==> src/rtl/csm_pkg.sv <==
// Shared constants, types and helpers for the CSR sparse matrix-vector core.
`timescale 1ns / 1ps

package csm_pkg;

  // Depth of the on-chip vector store and the address width that follows from it
  localparam int VECTOR_DEPTH = 1024;
  localparam int VEC_ADDR_W   = (VECTOR_DEPTH > 1) ? $clog2(VECTOR_DEPTH) : 1;

  // Field widths of the stream items
  localparam int CMD_W    = 2;
  localparam int COL_W    = 10;
  localparam int VAL_W    = 32;
  localparam int SUM_W    = 64;
  localparam int IN_DATA_W  = 48;
  localparam int OUT_DATA_W = 64;

  // Result queue sizing
  localparam int FIFO_DEPTH = 4;
  localparam int FIFO_PTR_W = 2;
  localparam int FIFO_CNT_W = 3;

  typedef enum logic [CMD_W-1:0] {
    CMD_LOAD      = 2'd0,
    CMD_NONZERO   = 2'd1,
    CMD_EMPTY_ROW = 2'd2,
    CMD_UNUSED    = 2'd3
  } cmd_t;

  typedef struct packed {
    logic                    overflow;
    logic signed [SUM_W-1:0] row_sum;
  } result_t;

  // Saturating 64-bit signed add; sat reports a clamp
  function automatic logic [SUM_W:0] sat_add(input logic signed [SUM_W-1:0] a,
                                             input logic signed [SUM_W-1:0] b);
    logic [SUM_W-1:0] s;
    logic             sat;
    s   = a + b;
    sat = 1'b0;
    if (!a[SUM_W-1] && !b[SUM_W-1] && s[SUM_W-1]) begin
      s   = {1'b0, {(SUM_W-1){1'b1}}};
      sat = 1'b1;
    end else if (a[SUM_W-1] && b[SUM_W-1] && !s[SUM_W-1]) begin
      s   = {1'b1, {(SUM_W-1){1'b0}}};
      sat = 1'b1;
    end
    return {sat, s};
  endfunction

endpackage

==> src/rtl/csm_out_fifo.sv <==
// Small result queue that decouples the accumulator from the output stream.
`timescale 1ns / 1ps

module csm_out_fifo (
  input  logic                             clk,
  input  logic                             rst,
  input  logic                             push,
  input  csm_pkg::result_t                 push_data,
  output logic                             pop_valid,
  input  logic                             pop,
  output csm_pkg::result_t                 pop_data,
  output logic [csm_pkg::FIFO_CNT_W-1:0]   count
);

  csm_pkg::result_t                entries [csm_pkg::FIFO_DEPTH];
  logic [csm_pkg::FIFO_PTR_W-1:0]  wr_ptr;
  logic [csm_pkg::FIFO_PTR_W-1:0]  rd_ptr;

  always_ff @(posedge clk) begin
    if (push) begin
      entries[wr_ptr] <= push_data;
    end
    if (rst) begin
      wr_ptr <= '0;
      rd_ptr <= '0;
      count  <= '0;
    end else begin
      if (push) begin
        wr_ptr <= wr_ptr + 1'b1;
      end
      if (pop) begin
        rd_ptr <= rd_ptr + 1'b1;
      end
      if (push && !pop) begin
        count <= count + 1'b1;
      end else if (pop && !push) begin
        count <= count - 1'b1;
      end
    end
  end

  assign pop_valid = (count != '0);
  assign pop_data  = entries[rd_ptr];

endmodule

==> config.mk <==
export PLATFORM = sky130hd
export DESIGN_NAME = csm_out_fifo
export DESIGN_NICKNAME = d
export VERILOG_FILES = /design/src/rtl/csm_pkg.sv /design/src/rtl/csm_out_fifo.sv
export SDC_FILE = /design/constraint.sdc
export NUM_CORES = 1
export LEC_CHECK = 0
export ABC_AREA = 1
export BUFFER_PORTS_ARGS = -buffer_cell sky130_fd_sc_hd__buf_2
export CORE_UTILIZATION = 30
export CTS_BUF_LIST = sky130_fd_sc_hd__clkbuf_4 sky130_fd_sc_hd__clkbuf_8
export CTS_CLUSTER_SIZE = 28
export DETAILED_ROUTE_END_ITERATION = 7
export PLACE_DENSITY = 0.51
export SYNTH_ARGS = -nofsm -noshare
export SYNTH_HDL_FRONTEND = slang
export SYNTH_SLANG_ARGS = --single-unit
==> constraint.sdc <==
create_clock -name clk -period 2.8 [get_ports clk]
set_input_delay 0.7 -clock clk [delete_from_list [all_inputs] [get_ports clk]]
set_output_delay 0.7 -clock clk [all_outputs]
set_load 0.01 [all_outputs]
# --- Word-level counts from Yosys, hierarchy flattened ---
# Memory sizes are Yosys's and may differ from the RTL's. A register that Yosys moved wholly into a read port is not among the register bits.
# Cells that the tools add are included.
op_classes:
  add_sub_neg: 4
  n_mux: 6
  reduce_logical: 6
ops:
  columns: ["cell", "n"]
  rows:
  - ["3-bit 2-to-1 mux", 2]
  - ["2-bit by 1-bit adder with 2-bit output, second input constant", 2]
  - ["2-bit 2-to-1 mux", 2]
  - ["3-bit by 1-bit adder with 3-bit output, second input constant", 1]
  - ["3-bit nonzero test", 1]
  - ["3-bit by 1-bit subtractor with 3-bit output, second input constant", 1]
  - ["1-bit logical AND", 2]
  - ["1-bit zero test", 2]
  - ["1-bit 2-to-1 mux", 2]
  - ["2-bit nonzero test", 1]
totals:
  regBits: 7
  ram_bits: 260
  input_bits: 69
  output_inout_bits: 69
  wordCells: 20
  memories: 1
mem_list:
  columns: ["memory", "words", "word_bits", "rd", "rd_ports_with_merged_regs", "write_ports", "line_no", "source"]
  rows:
  - ["entries", 4, 65, 1, 1, 1, "csm_out_fifo.sv:15", "csm_pkg::result_t entries [csm_pkg::FIFO_DEPTH];"]

# --- Depth between registers and ports, before layout ---
# Gate-level depths: netlist of run 1.
depth:
  ltp_word: 4
  depth_mapped: 10
  depth_no_buf: 10

# --- Worst setup path after synthesis of run 1 ---
# Ideal clock, no wire load.
synth_path:
  kind: "input port to flip-flop"
  from: "in push"
  to: "mem entries[2][0] (netlist bit), enable pin"
  arrival_time_ns: 1.997
  t_required_ns: 2.381
  path_slack_ns: 0.383
  cell_stages: 2
  path_buffers: 0
  path_cell_list: "nand2_1 -> inv_1"
synth_via:
  elab_chain_cells: 2
synth_lines:
  columns: ["item", "line_no", "source"]
  rows:
  - ["start, declared", "csm_out_fifo.sv:7", "input logic push,"]
  - ["1-bit 2-to-1 mux", "csm_out_fifo.sv:20", "if (push) begin"]
  - ["1-bit 2-to-1 mux (implied by the code)", "csm_out_fifo.sv:21", "entries[wr_ptr] <= push_data;"]
  - ["end, declared", "csm_out_fifo.sv:15", null]
# Every way passes these cells.

==> impl_metrics.tcl, run 1 <==
set metrics [dict create \
    cp.required_ns 2.10 \
    grt_pass1_wl_mm 35.9 \
    skew_ns 0.0242 \
    synth_ff_type "edfxtp_1" \
    vias 6142 \
    synth_edf_count 260 \
    seq_area_frac_synth 0.768 \
    end_kind "output port" \
    period_needed_ns 2.70 \
    path_max_fanout 100 \
    root_buffer "clkbuf_8" \
    fp.dieW_um 188 \
    synth_top_area_frac 0.751 \
    portBuffers 137 \
    cp-start-kind "flop" \
    critical_path.max_stage_delay_ns 0.41 \
    core_area_um2 33800 \
    criticalPathCategory "flop to output port" \
    max_freq_ghz 0.371 \
    clock-sinks 269 \
    pre_cts_slack_ns 0.575 \
    postCtsSetupRepairBufs 0 \
    pin_count 138 \
    fin_cells 1327 \
    std_cell_rows 67 \
    yosys_warnings 0 \
    rsz0062_at_grt "yes" \
    ctsHtreeMaxLevel 2 \
    crit_family "buffers and inverters" \
    placed_area_um2 11600 \
    syn2layout_area_growth_pct 19.7 \
    period_share 0.963 \
    drc_errors 0 \
    power.leakage_nw 4.33 \
    grt_pass1_vias 5992 \
    grt_overflow 0 \
    p_per_area_nw_per_um2 704 \
    arrival_ns 2.00 \
    synth_top_area_cell "edfxtp_1" \
    synth_cell_types 23 \
    hold_path_class "input pin to flop" \
    synthesis.nets 763 \
    stdcell_area_um2 12400 \
    synthesis.area_um2 10400 \
    drtIter0Drc 264 \
    slew_violations 0 \
    yosysMostFrequentCell "edfxtp_1" \
    slowest_stage "dfxtp_4" \
    cts_max_path_buffers 3 \
    hold_buffers 0 \
    cap_violations 0 \
    numCtsBuffers 45 \
    syn_avg_cell_area_um2 15.1 \
    setup_viol 0 \
    grt_usage 0.135 \
    dp_hpwl_mm 14.2 \
    ff2ff_setup_slack_ns 1.08 \
    die-area_um2 35400 \
    postRouteWirelength_mm 24.1 \
    async_reset_ff_frac 0 \
    diodes 0 \
    grt_max_degree 101 \
    max_slew_margin 0.612 \
    drive_gt1_frac 0.313 \
    nets 924 \
    path_cells "buf_16, o21ai_0, o22ai_1, buf_2" \
    power.total_w 0.00877 \
    initial_core_util 0.308 \
    die_y_um 188 \
    finalSetupTns_ns 0 \
    grt_antenna_before_repair 2 \
    cts_tree "done" \
    outcome "complete, no violations" \
    avgRoutedWirePerCell_um 18.2 \
    routabilityCongestion 0.719 \
    hold_violations 0 \
    synthCells 688 \
    irDropWorstVdd_v 0.000278 \
    synth_common_cells "edfxtp_1, nor2_1, o21ai_0" \
    clk_pin_slew_ns 0.06 \
    critPathBufInv 2 \
    cts_resized 1 \
    synth_area_leaders "edfxtp_1, o21ai_0, nor2_1" \
    finalWorstSetupSlack_ns 0.103 \
    viasPerCell 4.63 \
    dp_cells 1250 \
    tightest_slew_ns 0.581 \
    synth-seq-cells 269 \
    clk_latency_ns 0.56 \
    drtAntennaViolNets 0 \
    firstDrtPassIters 4 \
]
-- logic make-up (layout without fill, tap and decap cells) --
group | Yosys count | count (layout) | synth area share
AO/OA/AOI/OAI | 205 | 205 | 0.120
adder cells (fa/ha/maj) | 6 | 6 | 0.00794
buffers and inverters | 60 | 251 | 0.0351
flip-flops | 269 | 269 | 0.768
AND/OR/NAND/NOR | 148 | 148 | 0.0682
-- sequential cells by signal, summed over array words and instances, names as in the netlist, named ones only --
register  flops
count         3
wr_ptr        2
rd_ptr        2
entries     260
-- cell type report --
type | count | area, um2
Tap cell | 448 | 561
Multi-Input combinational cell | 359 | 2050
Clock buffer | 60 | 751
Timing Repair Buffer | 156 | 936
Inverter | 18 | 85.1
Clock inverter | 17 | 73.8
Fill cell | 3234 | 21300
Sequential cell | 269 | 7990
-- stage by stage --
stage | utilization | hold slack, ns
2_1_floorplan | - | 0.412
5_1_grt | 0.368 | 0.335
4_1_cts | 0.368 | 0.319
3_5_place_dp | 0.343 | 0.428
6_report | 0.368 | 0.350
3_3_place_gp | 0.343 | 0.419
-- routing by layer --
| metal | up-vias | GRT usage | part of all wire |
|---|---|---|---|
| met5 | - | 0 | 0.00095 |
| met4 | 4 | 0.0622 | 0.032 |
| met3 | 67 | 0.0268 | 0.054 |
| met2 | 182 | 0.226 | 0.49 |
| met1 | 2979 | 0.169 | 0.42 |
| li1 | 2910 | - | - |
-- where the power goes --
part | total [W] | internal, W | leakage, nW | switching (W)
Combinational | 0.000903 | 0.000311 | 1.43 | 0.000593
Clock | 0.00322 | 0.00173 | 0.439 | 0.00149
Sequential | 0.00464 | 0.00460 | 2.46 | 0.0000446
-- cell usage in the layout, fill, tap and decap left out, types with 20 or more instances in the layout --
master / count
o21ai_1: 35
clkbuf_8: 48
edfxtp_1: 260
o21ai_0: 96
buf_2: 137
nor2_4: 20
nor2_1: 116
o22ai_1: 44
o22ai_2: 21
-- path summary, 6_finish.rpt --
kind,from,endpoint,depth (start not counted)
max,flop,pop_data[43],4
min,push_data[9],entries[3][9],1
max reg2reg,wr_ptr[1],entries[1][58],5
min reg2reg,rd_ptr[1],flop,1
No activity file was read; power rests on OpenSTA's default activity.
==> inputs of run 2 (changes only) <==
--- a/config.mk
+++ b/config.mk
@@ -7,11 +7,13 @@
 export LEC_CHECK = 0
 export ABC_AREA = 1
 export BUFFER_PORTS_ARGS = -buffer_cell sky130_fd_sc_hd__buf_2
+export CELL_PAD_IN_SITES_DETAIL_PLACEMENT = 2
+export CELL_PAD_IN_SITES_GLOBAL_PLACEMENT = 2
 export CORE_UTILIZATION = 30
 export CTS_BUF_LIST = sky130_fd_sc_hd__clkbuf_4 sky130_fd_sc_hd__clkbuf_8
 export CTS_CLUSTER_SIZE = 28
 export DETAILED_ROUTE_END_ITERATION = 7
-export PLACE_DENSITY = 0.51
+export PLACE_DENSITY = 0.69
 export SYNTH_ARGS = -nofsm -noshare
 export SYNTH_HDL_FRONTEND = slang
 export SYNTH_SLANG_ARGS = --single-unit
==> impl_metrics.tcl, run 2 (synthesis results as in run 1) <==
set metrics [dict create \
    outcome "complete, no violations" \
    hold_violations 0 \
    worst-r2r-cell-count 5 \
    ctsHtreeMaxLevel 2 \
    dp_hpwl_mm 15.6 \
    grt_pass1_vias 7293 \
    hold_path_class "input pin to flop" \
    irDropWorstVdd_v 0.000307 \
    numCtsBuffers 48 \
    cts_tree "done" \
    stdcell_area_um2 12600 \
    top_regs "entries: 260 flops, count: 3 flops" \
    met2WireLength_mm 14.0 \
    clk_latency_ns 0.56 \
    highest_layer "met5" \
    max_freq_ghz 0.372 \
    critPathBufInv 3 \
    std_cell_rows 67 \
    die_y_um 188 \
    power.leakage_nw 4.43 \
    grt_max_degree 66 \
    clock-sinks 269 \
    cp-endpoint "pop_data[10]" \
    p_per_area_nw_per_um2 710 \
    fin_cells 1341 \
    die-area_um2 35400 \
    pin_count 138 \
    fp.dieW_um 188 \
    p_sw_w 0.00221 \
    syn2layout_area_growth_pct 21.7 \
    clk_pin_slew_ns 0.06 \
    drtAntennaViolNets 0 \
    grt_usage 0.156 \
    grt_overflow 0 \
    hold_buffers 0 \
    layout_commonest_cell "edfxtp_1" \
    critical_path.max_stage_delay_ns 0.40 \
    layout_common_cells "edfxtp_1, buf_2, nor2_1, o21ai_0, clkbuf_8" \
    r2r_end "entries[1][50]" \
    avgRoutedWirePerCell_um 20.2 \
    placed_area_um2 11700 \
    criticalPathCategory "flop to output port" \
    arrival_ns 1.99 \
    period_needed_ns 2.69 \
    slowest_stage "dfxtp_4" \
    drive_gt1_frac 0.324 \
    cp-start-kind "flop" \
    core_area_um2 33800 \
    cap_violations 0 \
    ff2ff_setup_slack_ns 1.05 \
    p_comb_frac 0.106 \
    grt_antenna_before_repair 4 \
    postRouteWirelength_mm 27.0 \
    routabilityCongestion 0.678 \
    p_int_w 0.00677 \
    met1_length_mm 11.3 \
    max_slew_margin 0.681 \
    initial_core_util 0.308 \
    route.met3.wl_mm 1.16 \
    period_share 0.960 \
    cp.required_ns 2.10 \
    slew_violations 0 \
    viasPerCell 4.73 \
    crit_family "buffers and inverters" \
    rsz0062_at_grt "yes" \
    crit_cells 5 \
    nets 934 \
    largest_reg_flops 260 \
    vias 6343 \
    tightest_slew_ns 0.479 \
    end_kind "output port" \
    cts_max_path_buffers 3 \
    reg2reg_from "wr_ptr[1]" \
    path_cells "inv_8, buf_4, o21ai_0, o22ai_2, buf_2" \
    regMostFlops "entries" \
    root_buffer "clkbuf_8" \
    dp_cells 1251 \
    p_clk_frac 0.376 \
    drc_errors 0 \
    grt_pass1_wl_mm 42.1 \
    skew_ns 0.0210 \
    swShare 0.246 \
    pwr-share-seq 0.519 \
    firstDrtPassIters 4 \
    portBuffers 137 \
    drtIter0Drc 222 \
    path_max_fanout 40 \
    fin_hold_ws_ns 0.355 \
    setup_viol 0 \
]
[run 2: cell types whose count changed in the layout (fill, tap and decap cells not counted), moves of 2 or more]
cell and delta:
clkinv_1 -3, buf_12 +6, diode_2 +2, clkbuf_4 +6
[run 2: stage by stage]
| step | setup WS, ns | setup TNS, ns | total power [W] | utilization |
|---|---|---|---|---|
| after floorplan | 0.383 | 0 | 0.00524 | - |
| after detailed placement | 0.482 | 0 | 0.00568 | 0.346 |
| final | 0.112 | 0 | 0.00898 | 0.374 |
| after global routing | -0.0149 | -0.0149 | 0.00940 | 0.374 |
| after global placement | 0.552 | 0 | 0.00564 | 0.346 |
| after CTS | 0.00846 | 0 | 0.00915 | 0.374 |
[run 2: power groups by stage]
stage	sequential, W	combinational [W]	clock, W
after detailed placement	0.00474	0.000939	0
after global routing	0.00467	0.00104	0.00369
after floorplan	0.00473	0.000516	0
final	0.00465	0.000947	0.00337
after global placement	0.00473	0.000905	0
after CTS	0.00466	0.000980	0.00352
[run 2: worst register-to-register path, delay by kind of cell, from the launching register on]
kind          cells  cell delay, ns
buf+inv           3            0.82
fa+ha+maj         1            0.18
flops             1            0.36
simple gates      1            0.08
[run 2: worst min-delay path by stage]
| stage | slack [ns] | start | to | cells past startpoint |
|---|---|---|---|---|
| final | 0.35 | push_data[10] | entries[2][10] | 1 |
| after global routing | 0.32 | push_data[28] | entries[1][28] | 1 |
| after CTS | 0.31 | push_data[10] | entries[2][10] | 1 |
| after detailed placement | 0.44 | rd_ptr[1] | flop | 1 |
| after global placement | 0.43 | rd_ptr[1] | flop | 1 |
| after floorplan | 0.41 | rd_ptr[1] | flop | 1 |
[run 2: cell type report]
cell class	count	area, um2
flip-flops and latches	269	7990
fillers	3410	21100
repair buffers	163	1090
well taps	448	561
clock buffers	66	796
multi-input cells	359	2040
clock inverters	16	75.1
diodes	2	5.00
inverters	18	82.6
[run 2: routing by layer]
metal / vias to the layer above / track usage
li1: 2929 / -
met1: 3232 / 0.188
met5: - / 0
met2: 130 / 0.276
met4: 4 / 0.0482
met3: 48 / 0.0344
[run 2: repair_timing]
action	in CTS	in global routing
gates resized for setup	2	2
cloned	1	0
setup buffers	5	0
pin swaps	0	0
setup endpoints to repair	43	19
==> inputs of run 3 (changes only) <==
--- a/config.mk
+++ b/config.mk
@@ -13,6 +13,7 @@
 export CTS_BUF_LIST = sky130_fd_sc_hd__clkbuf_4 sky130_fd_sc_hd__clkbuf_8
 export CTS_CLUSTER_SIZE = 28
 export DETAILED_ROUTE_END_ITERATION = 7
+export MAX_ROUTING_LAYER = met4
 export PLACE_DENSITY = 0.69
 export SYNTH_ARGS = -nofsm -noshare
 export SYNTH_HDL_FRONTEND = slang
==> impl_metrics.tcl, run 3 (synthesis results as in run 1) <==
set metrics [dict create \
    clock-sinks 269 \
    clk_latency_ns 0.56 \
    end_kind "output port" \
    highest_layer "met4" \
    viasPerCell 4.74 \
    route.met3.wl_mm 1.13 \
    arrival_ns 1.99 \
    drtIter0Drc 225 \
    drive_gt1_frac 0.324 \
    cp.required_ns 2.10 \
    grt_pass1_wl_mm 42.1 \
    postRouteWirelength_mm 27.1 \
    met1_length_mm 11.5 \
    routabilityCongestion 0.685 \
    cap_violations 0 \
    ctsHtreeMaxLevel 2 \
    fin_cells 1343 \
    layout_common_cells "edfxtp_1, buf_2, nor2_1, o21ai_0, clkbuf_8" \
    stdcell_area_um2 12700 \
    criticalPathCategory "flop to output port" \
    cts_tree "done" \
    max_freq_ghz 0.372 \
    layout_commonest_cell "edfxtp_1" \
    numCtsBuffers 48 \
    met2WireLength_mm 14.0 \
    crit_family "buffers and inverters" \
    drtAntennaViolNets 0 \
    fp.dieW_um 188 \
    grt_usage 0.161 \
    drc_errors 0 \
    max_slew_margin 0.677 \
    clk_pin_slew_ns 0.06 \
    fin_hold_ws_ns 0.355 \
    slew_violations 0 \
    std_cell_rows 67 \
    die_y_um 188 \
    hold_path_class "input pin to flop" \
    grt_max_degree 66 \
    p_per_area_nw_per_um2 709 \
    regMostFlops "entries" \
    power.leakage_nw 4.43 \
    die-area_um2 35400 \
    hold_violations 0 \
    root_buffer "clkbuf_8" \
    final_util 0.375 \
    grt_pass1_vias 7288 \
    portBuffers 137 \
    avgRoutedWirePerCell_um 20.2 \
    power.total_w 0.00897 \
    dp_cells 1251 \
    tightest_slew_ns 0.484 \
    pin_count 138 \
    period_share 0.960 \
    period_needed_ns 2.69 \
    outcome "complete, no violations" \
    setup_viol 0 \
    irDropWorstVdd_v 0.000308 \
    critPathBufInv 3 \
    grt_overflow 0 \
    cp-start-kind "flop" \
    placed_area_um2 11700 \
    skew_ns 0.0181 \
    initial_core_util 0.308 \
    vias 6370 \
    syn2layout_area_growth_pct 21.7 \
    slowest_stage "dfxtp_4" \
    rsz0062_at_grt "yes" \
    cts_max_path_buffers 3 \
    hold_buffers 0 \
    core_area_um2 33800 \
    firstDrtPassIters 4 \
    path_max_fanout 40 \
    path_cells "inv_8, buf_4, o21ai_0, o22ai_2, buf_2" \
    top_regs "entries: 260 flops, count: 3 flops" \
    nets 934 \
    dp_hpwl_mm 15.6 \
    grt_antenna_before_repair 4 \
    largest_reg_flops 260 \
    critical_path.max_stage_delay_ns 0.40 \
]
run 3: changes by cell type in the layout (fill, tap and decap cells not counted):
cell	change
diode_2	+2
run 3: final timing paths:
check / from / endpoint / slack, ns / cells after the start
max: flop / pop_data[10] / 0.11 / 5
min: push_data[10] / entries[2][10] / 0.36 / 1
min reg2reg: rd_ptr[1] / flop / 0.47 / 1
max reg2reg: wr_ptr[1] / entries[1][50] / 1.04 / 5
run 3: area by class of cell:
type | count | area, um2
antenna | 4 | 10.0
clock buffer | 66 | 796
clock inverter | 16 | 75.1
fill | 3410 | 21100
inverter | 18 | 82.6
multi-input combinational | 359 | 2040
sequential | 269 | 7990
tap | 448 | 561
timing repair buffer | 163 | 1090
run 3: routing by layer:
layer	GRT usage	up-vias
met2	0.275	143
li1	-	2933
met1	0.189	3249
met5	-	-
met3	0.0331	45
met4	0.0482	0
run 3: what timing repair did:
action,CTS,global route
gates cloned,1,0
setup endpoints to repair,43,19
gates resized for setup,2,2
setup buffers,5,0
pin swaps,0,0
run 3: report_power, final:
group / switching (W) / leakage, nW / internal (W)
Clock: 0.00155 / 0.466 / 0.00182
Combinational: 0.000607 / 1.50 / 0.000340
Sequential: 0.0000531 / 2.46 / 0.00460
Total: 0.00221 / 4.43 / 0.00677
run 3: through the flow:
step / worst slack (ns) / TNS, ns
finish: 0.112 / 0
CTS: 0.00846 / 0
global route: -0.00570 / -0.00570
detailed placement: 0.482 / 0
global placement: 0.552 / 0
floorplan: 0.383 / 0
